`config.mk`:
```
export PLATFORM = sky130hd
export DESIGN_NAME = vision_packet_acceptance_filter_flat
export DESIGN_NICKNAME = d
export VERILOG_FILES = /design/src/rtl/vpaf_pkg.sv /design/src/rtl/vpaf_channels.sv /design/src/rtl/vision_packet_acceptance_filter.sv /design/src/rtl/vpaf_csr.sv /design/src/rtl/vpaf_check.sv /design/src/flat_wrapper.sv
export SDC_FILE = /design/constraint.sdc
export NUM_CORES = 2
export LEC_CHECK = 0
export BUFFER_PORTS_ARGS = -buffer_cell sky130_fd_sc_hd__buf_2
export CORE_UTILIZATION = 54
export DETAILED_ROUTE_END_ITERATION = 16
export PLACE_DENSITY_LB_ADDON = 0.1
export SYNTH_ARGS = -nofsm -noshare
export SYNTH_HDL_FRONTEND = slang
export SYNTH_SLANG_ARGS = --single-unit
```
`constraint.sdc`:
```
create_clock -name clock -period 29.3 [get_ports clock]
set_input_delay 2.93 -clock clock [delete_from_list [all_inputs] [get_ports clock]]
set_output_delay 2.93 -clock clock [all_outputs]
set_load 0.02 [all_outputs]
```
`src/rtl/vpaf_pkg.sv`:
```
`timescale 1ns / 1ps
// ----------------------------------------------------------------------------
// vpaf_pkg
// Types, codes and helpers shared by the packet acceptance filter.
// ----------------------------------------------------------------------------
package vpaf_pkg;

   // event codes reported with each result beat
   typedef enum logic [2:0] {
      EV_NEW_SESSION = 3'd0,
      EV_TARGET      = 3'd1,
      EV_NO_TARGET   = 3'd2,
      EV_SEMANTIC    = 3'd3,
      EV_FIELD       = 3'd4,
      EV_DUPLICATE   = 3'd5,
      EV_OLD         = 3'd6
   } event_code_type;

   // counter slots
   localparam int NUM_COUNTERS = 8;
   localparam logic [2:0] CNT_ACCEPTED  = 3'd0;
   localparam logic [2:0] CNT_TARGET    = 3'd1;
   localparam logic [2:0] CNT_NO_TARGET = 3'd2;
   localparam logic [2:0] CNT_SEMANTIC  = 3'd3;
   localparam logic [2:0] CNT_FIELD     = 3'd4;
   localparam logic [2:0] CNT_DUPLICATE = 3'd5;
   localparam logic [2:0] CNT_OLD       = 3'd6;
   localparam logic [2:0] CNT_SESSION   = 3'd7;

   // register file
   localparam int CSR_ADDR_W = 3;
   localparam logic REG_POSITION_LIMIT = 1'b0;
   localparam logic REG_SPEED_LIMIT    = 1'b1;
   localparam logic [15:0] POSITION_LIMIT_RESET = 16'd500;
   localparam logic [15:0] SPEED_LIMIT_RESET    = 16'd2000;

   typedef logic [31:0] counter_type;
   typedef counter_type [NUM_COUNTERS-1:0] counter_array_type;

   typedef struct packed {
      logic               target_seen;
      logic               measured_flag;
      logic [15:0]        seq_number;
      logic [31:0]        source_time_ms;
      logic signed [15:0] ball_pos_mm;
      logic signed [15:0] predicted_mm;
      logic signed [15:0] ball_vel_mm_s;
   } req_beat_type;

   typedef struct packed {
      logic              session_started;
      logic              sequence_started;
      logic [31:0]       cur_session;
      logic [15:0]       last_seq;
      logic [31:0]       last_source_time;
      counter_array_type counters;
   } filter_state_type;

   typedef struct packed {
      logic [15:0] position_limit_mm;
      logic [15:0] speed_limit_mm_s;
   } limits_type;

   typedef struct packed {
      event_code_type     event_code;
      logic               accepted;
      logic [31:0]        session_number;
      logic signed [15:0] safe_predicted_mm;
      counter_array_type  counters;
   } rsp_beat_type;

   // magnitude of a 16-bit two's complement value; -32768 gives 32768
   function automatic logic [16:0] mag16(input logic [15:0] v);
      logic [16:0] ext;
      ext = {v[15], v};
      return ext[16] ? (~ext + 17'd1) : ext;
   endfunction

endpackage

```
`src/rtl/vpaf_channels.sv`:
```
`timescale 1ns / 1ps
// ----------------------------------------------------------------------------
// vpaf channels
// Valid/ready channel interfaces for packet beats and result beats.
// ----------------------------------------------------------------------------
interface vpaf_req_if;
   logic               valid;
   logic               ready;
   logic               target_seen;
   logic               measured_flag;
   logic [15:0]        seq_number;
   logic [31:0]        source_time_ms;
   logic signed [15:0] ball_pos_mm;
   logic signed [15:0] predicted_mm;
   logic signed [15:0] ball_vel_mm_s;

   modport source (
      output valid, target_seen, measured_flag, seq_number, source_time_ms,
             ball_pos_mm, predicted_mm, ball_vel_mm_s,
      input  ready
   );
   modport sink (
      input  valid, target_seen, measured_flag, seq_number, source_time_ms,
             ball_pos_mm, predicted_mm, ball_vel_mm_s,
      output ready
   );
endinterface

interface vpaf_rsp_if;
   logic               valid;
   logic               ready;
   logic [2:0]         event_code;
   logic               accepted;
   logic [31:0]        session_number;
   logic signed [15:0] safe_predicted_mm;
   logic [31:0]        accepted_total;
   logic [31:0]        target_total;
   logic [31:0]        no_target_total;
   logic [31:0]        semantic_error_total;
   logic [31:0]        field_error_total;
   logic [31:0]        duplicate_total;
   logic [31:0]        old_sequence_total;
   logic [31:0]        session_change_total;

   modport source (
      output valid, event_code, accepted, session_number, safe_predicted_mm,
             accepted_total, target_total, no_target_total,
             semantic_error_total, field_error_total, duplicate_total,
             old_sequence_total, session_change_total,
      input  ready
   );
   modport sink (
      input  valid, event_code, accepted, session_number, safe_predicted_mm,
             accepted_total, target_total, no_target_total,
             semantic_error_total, field_error_total, duplicate_total,
             old_sequence_total, session_change_total,
      output ready
   );
endinterface

```
`src/rtl/vision_packet_acceptance_filter.sv`:
```
`timescale 1ns / 1ps
// ----------------------------------------------------------------------------
// vision_packet_acceptance_filter
// Position packet acceptance filter with session tracking and event counters.
// ----------------------------------------------------------------------------
// Takes one parsed position packet per req beat and returns exactly one rsp
// beat for it, in order: an event code, the accepted flag, the session id, a
// sanitized predicted position and the eight wrapping event counters as they
// stand after that packet. Throughput is one packet per clock while rsp
// beats are taken; each packet is held in the input register, decided by
// the single decision stage and captured in the result register. The state
// registers (session, last sequence, last timestamp, counters) are updated
// in the same cycle as the result register, so consecutive packets see each
// other's effect. Under rsp back-pressure the result register holds its beat
// and the input register can still take one more packet; after that
// req_chan.ready stays low until the waiting result beat is taken. The limits
// are written through the csr_ port at byte offsets 0 (position) and 4
// (speed) and should only change while no packet is in flight.
// ----------------------------------------------------------------------------
module vision_packet_acceptance_filter
   import vpaf_pkg::*;
(
   input  logic                  clock,
   input  logic                  reset,
   vpaf_req_if.sink              req_chan,
   vpaf_rsp_if.source            rsp_chan,
   input  logic                  csr_psel,
   input  logic                  csr_penable,
   input  logic                  csr_pwrite,
   input  logic [CSR_ADDR_W-1:0] csr_paddr,
   input  logic [31:0]           csr_pwdata,
   output logic [31:0]           csr_prdata,
   output logic                  csr_pready
);

   limits_type       limits;

   // input register stage
   logic             in_valid_ff, in_valid_in;
   req_beat_type     in_beat_ff, in_beat_in;

   // filter state
   filter_state_type state_ff, state_in;
   filter_state_type state_next;

   // result register stage
   logic             out_valid_ff, out_valid_in;
   rsp_beat_type     out_beat_ff, out_beat_in;
   rsp_beat_type     result;

   logic             advance;
   logic             req_take;

   vpaf_csr u_csr (
      .clock       (clock),
      .reset       (reset),
      .csr_psel    (csr_psel),
      .csr_penable (csr_penable),
      .csr_pwrite  (csr_pwrite),
      .csr_paddr   (csr_paddr),
      .csr_pwdata  (csr_pwdata),
      .csr_prdata  (csr_prdata),
      .csr_pready  (csr_pready),
      .limits      (limits)
   );

   vpaf_check u_check (
      .beat     (in_beat_ff),
      .state    (state_ff),
      .limits   (limits),
      .state_in (state_next),
      .result   (result)
   );

   // held beat moves to the result register when that register is free or
   // being drained this cycle
   assign advance        = in_valid_ff & (~out_valid_ff | rsp_chan.ready);
   assign req_chan.ready = ~in_valid_ff | advance;
   assign req_take       = req_chan.valid & req_chan.ready;

   always_comb begin
      in_beat_in.target_seen    = req_chan.target_seen;
      in_beat_in.measured_flag  = req_chan.measured_flag;
      in_beat_in.seq_number     = req_chan.seq_number;
      in_beat_in.source_time_ms = req_chan.source_time_ms;
      in_beat_in.ball_pos_mm    = req_chan.ball_pos_mm;
      in_beat_in.predicted_mm   = req_chan.predicted_mm;
      in_beat_in.ball_vel_mm_s  = req_chan.ball_vel_mm_s;

      in_valid_in  = req_take | (in_valid_ff & ~advance);
      out_valid_in = advance | (out_valid_ff & ~rsp_chan.ready);
      state_in     = advance ? state_next : state_ff;
      out_beat_in  = result;
   end

   always_ff @(posedge clock) begin
      if (reset) begin
         in_valid_ff  <= 1'b0;
         out_valid_ff <= 1'b0;
         state_ff     <= '0;
      end else begin
         in_valid_ff  <= in_valid_in;
         out_valid_ff <= out_valid_in;
         state_ff     <= state_in;
      end
   end

   // payload registers, no reset
   always_ff @(posedge clock) begin
      if (req_take) begin
         in_beat_ff <= in_beat_in;
      end
      if (advance) begin
         out_beat_ff <= out_beat_in;
      end
   end

   assign rsp_chan.valid                = out_valid_ff;
   assign rsp_chan.event_code           = out_beat_ff.event_code;
   assign rsp_chan.accepted             = out_beat_ff.accepted;
   assign rsp_chan.session_number       = out_beat_ff.session_number;
   assign rsp_chan.safe_predicted_mm    = out_beat_ff.safe_predicted_mm;
   assign rsp_chan.accepted_total       = out_beat_ff.counters[CNT_ACCEPTED];
   assign rsp_chan.target_total         = out_beat_ff.counters[CNT_TARGET];
   assign rsp_chan.no_target_total      = out_beat_ff.counters[CNT_NO_TARGET];
   assign rsp_chan.semantic_error_total = out_beat_ff.counters[CNT_SEMANTIC];
   assign rsp_chan.field_error_total    = out_beat_ff.counters[CNT_FIELD];
   assign rsp_chan.duplicate_total      = out_beat_ff.counters[CNT_DUPLICATE];
   assign rsp_chan.old_sequence_total   = out_beat_ff.counters[CNT_OLD];
   assign rsp_chan.session_change_total = out_beat_ff.counters[CNT_SESSION];

endmodule

```
`src/rtl/vpaf_csr.sv`:
```
`timescale 1ns / 1ps
// ----------------------------------------------------------------------------
// vpaf_csr
// APB-style register file holding the position and speed limits.
// ----------------------------------------------------------------------------
module vpaf_csr
   import vpaf_pkg::*;
(
   input  logic                  clock,
   input  logic                  reset,
   input  logic                  csr_psel,
   input  logic                  csr_penable,
   input  logic                  csr_pwrite,
   input  logic [CSR_ADDR_W-1:0] csr_paddr,
   input  logic [31:0]           csr_pwdata,
   output logic [31:0]           csr_prdata,
   output logic                  csr_pready,
   output limits_type            limits
);

   logic [15:0] position_limit_ff, position_limit_in;
   logic [15:0] speed_limit_ff, speed_limit_in;
   logic        write_en;
   logic        reg_index;

   assign csr_pready = 1'b1;
   assign write_en   = csr_psel & csr_penable & csr_pwrite;
   // word index; byte offset bits are ignored
   assign reg_index  = csr_paddr[2];

   always_comb begin
      position_limit_in = position_limit_ff;
      speed_limit_in    = speed_limit_ff;
      if (write_en) begin
         unique case (reg_index)
            REG_POSITION_LIMIT: position_limit_in = csr_pwdata[15:0];
            REG_SPEED_LIMIT:    speed_limit_in    = csr_pwdata[15:0];
            default: ;
         endcase
      end
   end

   always_comb begin
      unique case (reg_index)
         REG_POSITION_LIMIT: csr_prdata = {16'd0, position_limit_ff};
         REG_SPEED_LIMIT:    csr_prdata = {16'd0, speed_limit_ff};
         default:            csr_prdata = 32'd0;
      endcase
   end

   always_ff @(posedge clock) begin
      if (reset) begin
         position_limit_ff <= POSITION_LIMIT_RESET;
         speed_limit_ff    <= SPEED_LIMIT_RESET;
      end else begin
         position_limit_ff <= position_limit_in;
         speed_limit_ff    <= speed_limit_in;
      end
   end

   assign limits.position_limit_mm = position_limit_ff;
   assign limits.speed_limit_mm_s  = speed_limit_ff;

endmodule

```
`src/rtl/vpaf_check.sv`:
```
`timescale 1ns / 1ps
// ----------------------------------------------------------------------------
// vpaf_check
// Acceptance decision for one packet beat and the resulting next state.
// ----------------------------------------------------------------------------
module vpaf_check
   import vpaf_pkg::*;
(
   input  req_beat_type     beat,
   input  filter_state_type state,
   input  limits_type       limits,
   output filter_state_type state_in,
   output rsp_beat_type     result
);

   logic [16:0]    pos_mag, vel_mag, pred_mag;
   logic [16:0]    pos_lim, speed_lim;
   logic [15:0]    seq_delta;
   logic           acc;
   logic           new_session;
   event_code_type ev;

   assign pos_mag   = mag16(beat.ball_pos_mm);
   assign vel_mag   = mag16(beat.ball_vel_mm_s);
   assign pred_mag  = mag16(beat.predicted_mm);
   assign pos_lim   = {1'b0, limits.position_limit_mm};
   assign speed_lim = {1'b0, limits.speed_limit_mm_s};
   assign seq_delta = beat.seq_number - state.last_seq;

   always_comb begin
      state_in    = state;
      acc         = 1'b0;
      new_session = 1'b0;
      ev          = EV_NEW_SESSION;

      if (beat.target_seen != beat.measured_flag) begin
         state_in.counters[CNT_SEMANTIC] = state.counters[CNT_SEMANTIC] + 32'd1;
         ev = EV_SEMANTIC;
      end else if (beat.target_seen && (pos_mag > pos_lim || vel_mag > speed_lim)) begin
         // flags agree here, so a target frame is also a measured frame
         state_in.counters[CNT_FIELD] = state.counters[CNT_FIELD] + 32'd1;
         ev = EV_FIELD;
      end else if (!state.session_started) begin
         state_in.cur_session = 32'd1;
         acc         = 1'b1;
         new_session = 1'b1;
      end else if (beat.source_time_ms < state.last_source_time) begin
         // sender restarted; id saturates
         if (state.cur_session != '1) begin
            state_in.cur_session = state.cur_session + 32'd1;
         end
         state_in.counters[CNT_SESSION] = state.counters[CNT_SESSION] + 32'd1;
         acc         = 1'b1;
         new_session = 1'b1;
      end else if (!state.sequence_started) begin
         acc = 1'b1;
      end else if (seq_delta == 16'd0) begin
         state_in.counters[CNT_DUPLICATE] = state.counters[CNT_DUPLICATE] + 32'd1;
         ev = EV_DUPLICATE;
      end else if (seq_delta[15]) begin
         state_in.counters[CNT_OLD] = state.counters[CNT_OLD] + 32'd1;
         ev = EV_OLD;
      end else begin
         acc = 1'b1;
      end

      result.safe_predicted_mm = 16'sd0;
      if (acc) begin
         result.safe_predicted_mm = (pred_mag > pos_lim) ? beat.ball_pos_mm
                                                         : beat.predicted_mm;
         state_in.session_started  = 1'b1;
         state_in.sequence_started = 1'b1;
         state_in.last_seq         = beat.seq_number;
         state_in.last_source_time = beat.source_time_ms;
         state_in.counters[CNT_ACCEPTED] = state.counters[CNT_ACCEPTED] + 32'd1;
         if (beat.target_seen) begin
            state_in.counters[CNT_TARGET] = state.counters[CNT_TARGET] + 32'd1;
         end else begin
            state_in.counters[CNT_NO_TARGET] = state.counters[CNT_NO_TARGET] + 32'd1;
         end
         if (new_session) begin
            ev = EV_NEW_SESSION;
         end else begin
            ev = beat.target_seen ? EV_TARGET : EV_NO_TARGET;
         end
      end

      result.event_code     = ev;
      result.accepted       = acc;
      result.session_number = state_in.cur_session;
      result.counters       = state_in.counters;
   end

endmodule
```
`src/flat_wrapper.sv`:
```
// flat-port wrapper written by rule: the top's interface ports become plain ports
module vision_packet_acceptance_filter_flat import vpaf_pkg::*;
  (clock, reset, csr_psel, csr_penable, csr_pwrite, csr_paddr, csr_pwdata, csr_prdata, csr_pready, req_chan_valid, req_chan_target_seen, req_chan_measured_flag, req_chan_seq_number, req_chan_source_time_ms, req_chan_ball_pos_mm, req_chan_predicted_mm, req_chan_ball_vel_mm_s, req_chan_ready, rsp_chan_valid, rsp_chan_event_code, rsp_chan_accepted, rsp_chan_session_number, rsp_chan_safe_predicted_mm, rsp_chan_accepted_total, rsp_chan_target_total, rsp_chan_no_target_total, rsp_chan_semantic_error_total, rsp_chan_field_error_total, rsp_chan_duplicate_total, rsp_chan_old_sequence_total, rsp_chan_session_change_total, rsp_chan_ready);
  vpaf_req_if req_chan_i ();
  vpaf_rsp_if rsp_chan_i ();
  input  logic clock;
  input  logic reset;
  input  logic csr_psel;
  input  logic csr_penable;
  input  logic csr_pwrite;
  input  logic [CSR_ADDR_W-1:0] csr_paddr;
  input  logic [31:0] csr_pwdata;
  output logic [31:0] csr_prdata;
  output logic csr_pready;
  input wire logic [$bits(req_chan_i.valid)-1:0] req_chan_valid;
  input wire logic [$bits(req_chan_i.target_seen)-1:0] req_chan_target_seen;
  input wire logic [$bits(req_chan_i.measured_flag)-1:0] req_chan_measured_flag;
  input wire logic [$bits(req_chan_i.seq_number)-1:0] req_chan_seq_number;
  input wire logic [$bits(req_chan_i.source_time_ms)-1:0] req_chan_source_time_ms;
  input wire logic [$bits(req_chan_i.ball_pos_mm)-1:0] req_chan_ball_pos_mm;
  input wire logic [$bits(req_chan_i.predicted_mm)-1:0] req_chan_predicted_mm;
  input wire logic [$bits(req_chan_i.ball_vel_mm_s)-1:0] req_chan_ball_vel_mm_s;
  output wire logic [$bits(req_chan_i.ready)-1:0] req_chan_ready;
  output wire logic [$bits(rsp_chan_i.valid)-1:0] rsp_chan_valid;
  output wire logic [$bits(rsp_chan_i.event_code)-1:0] rsp_chan_event_code;
  output wire logic [$bits(rsp_chan_i.accepted)-1:0] rsp_chan_accepted;
  output wire logic [$bits(rsp_chan_i.session_number)-1:0] rsp_chan_session_number;
  output wire logic [$bits(rsp_chan_i.safe_predicted_mm)-1:0] rsp_chan_safe_predicted_mm;
  output wire logic [$bits(rsp_chan_i.accepted_total)-1:0] rsp_chan_accepted_total;
  output wire logic [$bits(rsp_chan_i.target_total)-1:0] rsp_chan_target_total;
  output wire logic [$bits(rsp_chan_i.no_target_total)-1:0] rsp_chan_no_target_total;
  output wire logic [$bits(rsp_chan_i.semantic_error_total)-1:0] rsp_chan_semantic_error_total;
  output wire logic [$bits(rsp_chan_i.field_error_total)-1:0] rsp_chan_field_error_total;
  output wire logic [$bits(rsp_chan_i.duplicate_total)-1:0] rsp_chan_duplicate_total;
  output wire logic [$bits(rsp_chan_i.old_sequence_total)-1:0] rsp_chan_old_sequence_total;
  output wire logic [$bits(rsp_chan_i.session_change_total)-1:0] rsp_chan_session_change_total;
  input wire logic [$bits(rsp_chan_i.ready)-1:0] rsp_chan_ready;
  assign req_chan_i.valid = req_chan_valid;
  assign req_chan_i.target_seen = req_chan_target_seen;
  assign req_chan_i.measured_flag = req_chan_measured_flag;
  assign req_chan_i.seq_number = req_chan_seq_number;
  assign req_chan_i.source_time_ms = req_chan_source_time_ms;
  assign req_chan_i.ball_pos_mm = req_chan_ball_pos_mm;
  assign req_chan_i.predicted_mm = req_chan_predicted_mm;
  assign req_chan_i.ball_vel_mm_s = req_chan_ball_vel_mm_s;
  assign req_chan_ready = req_chan_i.ready;
  assign rsp_chan_valid = rsp_chan_i.valid;
  assign rsp_chan_event_code = rsp_chan_i.event_code;
  assign rsp_chan_accepted = rsp_chan_i.accepted;
  assign rsp_chan_session_number = rsp_chan_i.session_number;
  assign rsp_chan_safe_predicted_mm = rsp_chan_i.safe_predicted_mm;
  assign rsp_chan_accepted_total = rsp_chan_i.accepted_total;
  assign rsp_chan_target_total = rsp_chan_i.target_total;
  assign rsp_chan_no_target_total = rsp_chan_i.no_target_total;
  assign rsp_chan_semantic_error_total = rsp_chan_i.semantic_error_total;
  assign rsp_chan_field_error_total = rsp_chan_i.field_error_total;
  assign rsp_chan_duplicate_total = rsp_chan_i.duplicate_total;
  assign rsp_chan_old_sequence_total = rsp_chan_i.old_sequence_total;
  assign rsp_chan_session_change_total = rsp_chan_i.session_change_total;
  assign rsp_chan_i.ready = rsp_chan_ready;
  vision_packet_acceptance_filter u_core (.clock(clock), .reset(reset), .req_chan(req_chan_i), .rsp_chan(rsp_chan_i), .csr_psel(csr_psel), .csr_penable(csr_penable), .csr_pwrite(csr_pwrite), .csr_paddr(csr_paddr), .csr_pwdata(csr_pwdata), .csr_prdata(csr_prdata), .csr_pready(csr_pready));
endmodule
```
## Yosys cells after proc, flatten, opt, wreduce, memory -nomap -nowiden

Index checks and enable logic that the tools add are counted.
W data, S select, Z words.

| word-level totals | value |
|---|---|
| register bits | 777 |
| input bits | 140 |

| operators by class | value |
|---|---|
| $add $sub $neg | 13 |
| magnitude comparators | 4 |
| equal/unequal tests | 2 |
| muxes and demuxes | 42 |
| bitwise logic cells | 18 |
| reductions and logical operators | 6 |

Operators by type and width:

| operator | number |
|---|---|
| $mux W32 | 13 |
| $add A32 B1 Y32 const B | 9 |
| $mux W96 | 3 |
| $mux W128 | 1 |
| $mux W64 | 1 |
| $pmux W32 S2 | 1 |
| $add A17 B1 Y17 const B | 3 |
| $gt A17 B16 Y1 | 3 |
| $mux W17 | 3 |
| $not A17 Y17 | 3 |
| $lt A32 B32 Y1 | 1 |
| $ne A32 B32 Y1 const B | 1 |
| $mux W3 | 7 |
| $logic_not A16 Y1 | 1 |
| $mux W16 | 1 |
| $sub A16 B16 Y16 | 1 |
| $mux W1 | 10 |
| $and A1 B1 Y1 | 6 |
| $reduce_and A2 Y1 | 3 |
| $not A1 Y1 | 5 |
| $mux W2 | 2 |
| $or A1 B1 Y1 | 4 |
| $logic_and A1 B1 Y1 | 1 |
| $logic_or A1 B1 Y1 | 1 |
| $ne A1 B1 Y1 | 1 |

## Longest topological paths before layout

| logic depth | value |
|---|---|
| word-level depth | 10 |
| depth in mapped cells | 20 |
| mapped depth without buffers | 17 |

## By module

From an unflattened synthesis, not the netlist that was laid out.

| unflattened totals | value |
|---|---|
| cell total of the unflattened synthesis | 3970 |
| area, all modules | 42102.9 um^2 |

By module, submodules not included:

| module | times used | cells an instance | area an instance (um^2) | seq. area each (um^2) |
|---|---|---|---|---|
| vision_packet_acceptance_filter | 1 | 1881 | 27403.8 | 18998.2 |
| vpaf_check | 1 | 1924 | 13052.5 | 0.0 |
| vpaf_csr | 1 | 165 | 1646.6 | 640.6 |

## Worst setup path after synthesis

No wires, ideal clock.

| timing path | value |
|---|---|
| path kind | input -> register |
| start point | in rsp_chan_ready |
| end point | reg u_core.state_ff[150] (netlist bit) |
| setup time | 128 ps |
| arrival time | 13166 ps |
| path slack | 16006 ps |
| cell stages on the path | 9 |
| cells stage by stage | nor2b_1 > nand2b_1 > clkbuf_1 > inv_1 > clkbuf_1 > clkbuf_1 > nand2_1 > xnor2_1 > nor2_1 |

| on the way | value |
|---|---|
| cells in the longest elaborated chain, start to end | 2 |

Ends and longest elaborated chain:

| element | line | RTL |
|---|---|---|
| from (decl) | flat_wrapper.sv:37 | `input wire logic [$bits(rsp_chan_i.ready)-1:0] rsp_chan_ready;` |
| $or A1 B1 Y1 | vision_packet_acceptance_filter.sv:77 | `assign advance = in_valid_ff & (~out_valid_ff \| rsp_chan.ready);` |
| $and A1 B1 Y1 | vision_packet_acceptance_filter.sv:77 |  |
| named net u_core.advance | vision_packet_acceptance_filter.sv:51 | `logic advance;` |
| to (signal assigned) | vision_packet_acceptance_filter.sv:104 | `state_ff <= state_in;` |
| to (decl) | vision_packet_acceptance_filter.sv:43 | `filter_state_type state_ff, state_in;` |

The timed path passes the listed nets, and every way through them passes these cells.
A chain may end at the register's enable or synchronous reset.

## Worst setup path after layout

| timing path | value |
|---|---|
| start point | in csr_paddr[2] |
| end point | out csr_prdata[0] |

| on the way | value |
|---|---|
| cells in the longest elaborated chain, start to end | 2 |

Ends and longest elaborated chain:

| element | line | RTL |
|---|---|---|
| from (decl) | flat_wrapper.sv:11 | `input logic [CSR_ADDR_W-1:0] csr_paddr;` |
| $not A1 Y1 (no source line) | -- |  |
| $pmux W32 S2 * | vpaf_csr.sv:44 | `unique case (reg_index)` |
| to (decl) | flat_wrapper.sv:13 | `output logic [31:0] csr_prdata;` |

Mark *: on every way between the ends. The rest lies on a longest branch, timed or not. The select of a mux whose other input is x is not followed.

==> summary.txt <==
WORST SETUP PATH
---------------------------------------------------------------------------------------
Delay of the slowest cell on the worst path ..............................      0.43 ns
Cells along the critical path ............................................ buf_2, mux2_2, buf_2
Most repeated library cell on the critical path .......................... sky130_fd_sc_hd__buf_2
Capturing element type of the critical path ..............................   output pin
CP top delay family ...................................................... buffers and inverters
Largest fanout on the critical path ......................................           34
Crit path kind ...........................................................       in2out
Critical Path AT .........................................................      3.95 ns
Data required time at the worst endpoint .................................     26.37 ns
Crit path buffers/inverters ..............................................            2
Critical path launch point type ..........................................   input port
Slowest stage cell, crit path ............................................ sky130_fd_sc_hd__buf_2

SYNTH
---------------------------------------------------------------------------------------
Post-synth EDFFs .........................................................          406
Mean cell area of the mapped netlist .....................................    9.81 um^2
Gate count after technology mapping ......................................         3822
Count of state elements after synthesis ..................................          777
Synth async-reset ratio ..................................................           0%
Share of synthesized area occupied by flip-flops and latches .............        52.3%
Number of distinct library cells after synthesis .........................           83
Yosys warns ..............................................................            0
Main flop type after synthesis ........................................... sky130_fd_sc_hd__edfxtp_1
Mapped cell area .........................................................   37500 um^2

TIMING
---------------------------------------------------------------------------------------
Highest Clock Rate .......................................................      145 MHz
Max-slew violation total from the final report ...........................            0
Worst hold-check slack ...................................................     0.451 ns
Unrepaired setup endpoints after global routing ..........................           no
Setup tns final ..........................................................         0 ns
Maximum clock skew at final layout .......................................    0.0298 ns
Worst Max-Slew Pin Slew ..................................................      1.25 ns
Slew headroom ............................................................        16.4%
Final-report setup violation count .......................................            0
Final min period .........................................................      6.88 ns
Ratio of final minimum period to clock period ............................        23.5%
Final Hold Fails .........................................................            0

FLOORPLAN
---------------------------------------------------------------------------------------
Overall die height .......................................................       265 um
Boundary Pins ............................................................          483
Starting utilization of the core area ....................................        54.7%
Core region area .........................................................   68600 um^2
DIE WIDTH ................................................................       265 um
Area of the die ..........................................................   70500 um^2
Total number of placement rows ...........................................           96

ROUTE
---------------------------------------------------------------------------------------
DRC violations left ......................................................            0
Number of optimization iterations in the first detailed-route pass .......            6
Vias after detailed routing ..............................................        28800
Detail Route Antenna Nets ................................................            0
Final wirelength .........................................................     89700 um
Wire length per cell .....................................................      17.3 um
Number of violations reported at the end of detailed-routing iteration 0 .         2083
Routed via count divided by cell count ...................................         5.55

FINISH
---------------------------------------------------------------------------------------
Final core utilization ...................................................        62.9%
Fraction of layout cells with a size suffix above 1 ......................        15.9%
Layout overhead on the synthesized area ..................................        15.1%
Layout filler cell count .................................................         5777
Final cell count without fillers .........................................         5189
Final net count ..........................................................         4429

WORST HOLD PATH
---------------------------------------------------------------------------------------
Path class of the lowest-slack min-delay path ............................      reg2reg

PLACED DESIGN
---------------------------------------------------------------------------------------
I/O Buffers ..............................................................          447
Placed cells .............................................................         5027
Placer's final routability congestion estimate ...........................        0.865
Half-perimeter wire length of the detailed placement result ..............     60100 um

FLOW RUN
---------------------------------------------------------------------------------------
Number of max-capacitance violations reported ............................            0

GLOBAL ROUTE
---------------------------------------------------------------------------------------
Pin count of the biggest net entering global routing .....................          163
Global-route total usage across every layer ..............................        24.9%
Via count of the first global-routing pass ...............................        26300
First-pass GRT wire length ...............................................    142000 um
Antenna violations before repair .........................................            5
Total overflow reported by the global router .............................            0

POWER AND IR DROP
---------------------------------------------------------------------------------------
Static leakage ...........................................................      15.7 nW
Ratio of total power to cell area ........................................ 57.7 nW/um^2
Max VDD drop .............................................................  0.0000634 V

CTS
---------------------------------------------------------------------------------------
Setup Fix Bufs, Post-CTS .................................................            0
Count of hold buffers inserted by post-cts repair ........................            0
Resized Gates After CTS ..................................................            0
Max H-tree Level .........................................................            3
Clock tree root driver cell .............................................. sky130_fd_sc_hd__clkbuf_16
Number of clock sinks ....................................................          777
Clock latency on the worst-skew pair .....................................      0.63 ns
CTS Buffer Depth .........................................................            3
Clk pin slew, worst setup/hold paths .....................................      0.05 ns
Total clock buffers created by CTS .......................................           85
Clock tree from TritonCTS ................................................          yes

STATUS
---------------------------------------------------------------------------------------
Outcome .................................................................. complete, no violations

## final timing paths
check        cells after the start  slack [ns]                  start                    to
max                              3       22.42           csr_paddr[2]         csr_prdata[0]
min                              2        0.45   u_core.state_ff[256]  u_core.state_ff[256]
max reg2reg                     19       23.57  u_core.in_beat_ff[40]   u_core.state_ff[27]
min reg2reg                      2        0.45   u_core.state_ff[256]  u_core.state_ff[256]
## registers in the layout, summed over array words and instances, names as in the netlist
| register | flops |
|---|---|
| u_core.rsp_chan.event_code | 3 |
| u_core.rsp_chan.accepted_total | 32 |
| u_core.rsp_chan.session_number | 32 |
| u_core.rsp_chan.session_change_total | 32 |
| u_core.rsp_chan.semantic_error_total | 32 |
| u_core.rsp_chan.target_total | 32 |
| u_core.in_valid_ff | 1 |
| u_core.u_csr.speed_limit_ff | 16 |
| u_core.rsp_chan.old_sequence_total | 32 |
| u_core.u_csr.position_limit_ff | 16 |
| u_core.in_beat_ff | 98 |
| u_core.state_ff | 337 |
| u_core.rsp_chan.accepted | 1 |
| u_core.rsp_chan.no_target_total | 32 |
| u_core.rsp_chan.field_error_total | 32 |
| u_core.rsp_chan.valid | 1 |
| u_core.rsp_chan.safe_predicted_mm | 16 |
| u_core.rsp_chan.duplicate_total | 32 |
## cell usage in the layout, fill, tap and decap left out, drive strengths merged, types with 99 or more instances in the layout
cell,instances
buf,472
ha,106
nand2,464
dfxtp,371
or3,99
clkbuf,117
o21ai,163
edfxtp,406
nor2,340
nand3,183
xor2,197
xnor2,223
nor3,102
inv,130
a21oi,258
## synthesized netlist by cell type (7+ instances only)
library cell	count	share of area [%]
sky130_fd_sc_hd__a311oi_1	10	0.23
sky130_fd_sc_hd__o21a_1	14	0.28
sky130_fd_sc_hd__or3_1	98	1.6
sky130_fd_sc_hd__ha_1	106	3.5
sky130_fd_sc_hd__or4_1	57	1.1
sky130_fd_sc_hd__buf_2	28	0.37
sky130_fd_sc_hd__buf_1	7	0.070
sky130_fd_sc_hd__and3_1	65	1.1
sky130_fd_sc_hd__inv_1	128	1.3
sky130_fd_sc_hd__nand4_1	69	1.2
sky130_fd_sc_hd__o21ai_0	160	2.1
sky130_fd_sc_hd__a21o_1	10	0.20
sky130_fd_sc_hd__a21oi_1	258	3.4
sky130_fd_sc_hd__nand2b_1	13	0.22
sky130_fd_sc_hd__nand3b_1	8	0.16
sky130_fd_sc_hd__xor2_1	197	4.6
sky130_fd_sc_hd__buf_4	18	0.36
sky130_fd_sc_hd__edfxtp_1	406	33
sky130_fd_sc_hd__nand3_1	182	2.4
sky130_fd_sc_hd__a211oi_1	13	0.26
sky130_fd_sc_hd__nand2_1	464	4.6
sky130_fd_sc_hd__o211ai_1	34	0.68
sky130_fd_sc_hd__or2_2	22	0.37
sky130_fd_sc_hd__nor4_1	35	0.58
sky130_fd_sc_hd__and2_1	14	0.23
sky130_fd_sc_hd__dfxtp_1	371	20
sky130_fd_sc_hd__nor2b_1	17	0.28
sky130_fd_sc_hd__clkbuf_1	159	1.6
sky130_fd_sc_hd__a31o_2	12	0.28
sky130_fd_sc_hd__o31ai_1	53	1.1
sky130_fd_sc_hd__xnor2_1	223	5.2
sky130_fd_sc_hd__nor3_1	100	1.3
sky130_fd_sc_hd__and4_1	15	0.35
sky130_fd_sc_hd__nor2_1	340	3.4
sky130_fd_sc_hd__o41ai_1	16	0.37
sky130_fd_sc_hd__mux2_2	13	0.39
## worst register-to-register path: cells and delay by family (launching register included)
kind                       cells  cell delay, ns
AOI/OAI and AO/OA              8            1.42
xor gates and xnor gates       1            0.18
adders and majority gates      1            0.27
buffers and inverters          4            1.40
DFF                            1            0.44
and+or+nand+nor                5            1.95
## cell families (layout without fill, tap and decap cells)
family | count (synthesis) | in the layout | share of synthesized area [%]
multiplexers | 17 | 17 | 0.514
other | 2 | 21 | 0.0200
flip-flops | 777 | 777 | 52.3
AND/OR/NAND/NOR | 1522 | 1522 | 19.7
AO/OA/AOI/OAI | 637 | 637 | 10.4
XOR/XNOR | 420 | 420 | 9.81
buffers and inverters | 341 | 758 | 3.71
adder cells (fa/ha/maj) | 106 | 106 | 3.54
## area by class of cell
class / count / area [um^2] / area share, %
Timing Repair Buffer: 472 / 2450 / 5.67
Sequential cell: 777 / 19600 / 45.5
Inverter: 128 / 488 / 1.13
Clock inverter: 41 / 434 / 1.01
Clock buffer: 117 / 2400 / 5.56
Antenna cell: 4 / 10.0 / 0.0232
Tap cell: 931 / 1160 / 2.70
Multi-Input combinational cell: 2719 / 16600 / 38.4
## stage by stage
stage	total power, mW	area [um^2]	setup WS [ns]
floorplan	1.37	37500	16.01
detailed placement	1.43	40300	22.18
finish	2.49	43100	22.42
global placement	1.43	40300	22.19
CTS	2.52	43100	22.42
global route	2.58	43100	22.37
## where the power goes
group | total, mW | switching [mW] | internal [mW]
Clock | 1.08 | 0.436 | 0.645
Combinational | 0.211 | 0.149 | 0.0615
Sequential | 1.20 | 0.0181 | 1.18
Total | 2.49 | 0.604 | 1.89
## routing by layer
metal	vias up	wire length, um	global-route usage, %
met3	126	5400	4.35
met5	-	13	0
li1	14300	-	-
met1	13600	40100	34.2
met4	2	2270	8.03
met2	746	41800	40.0
Power figures use the tool's default switching activity.
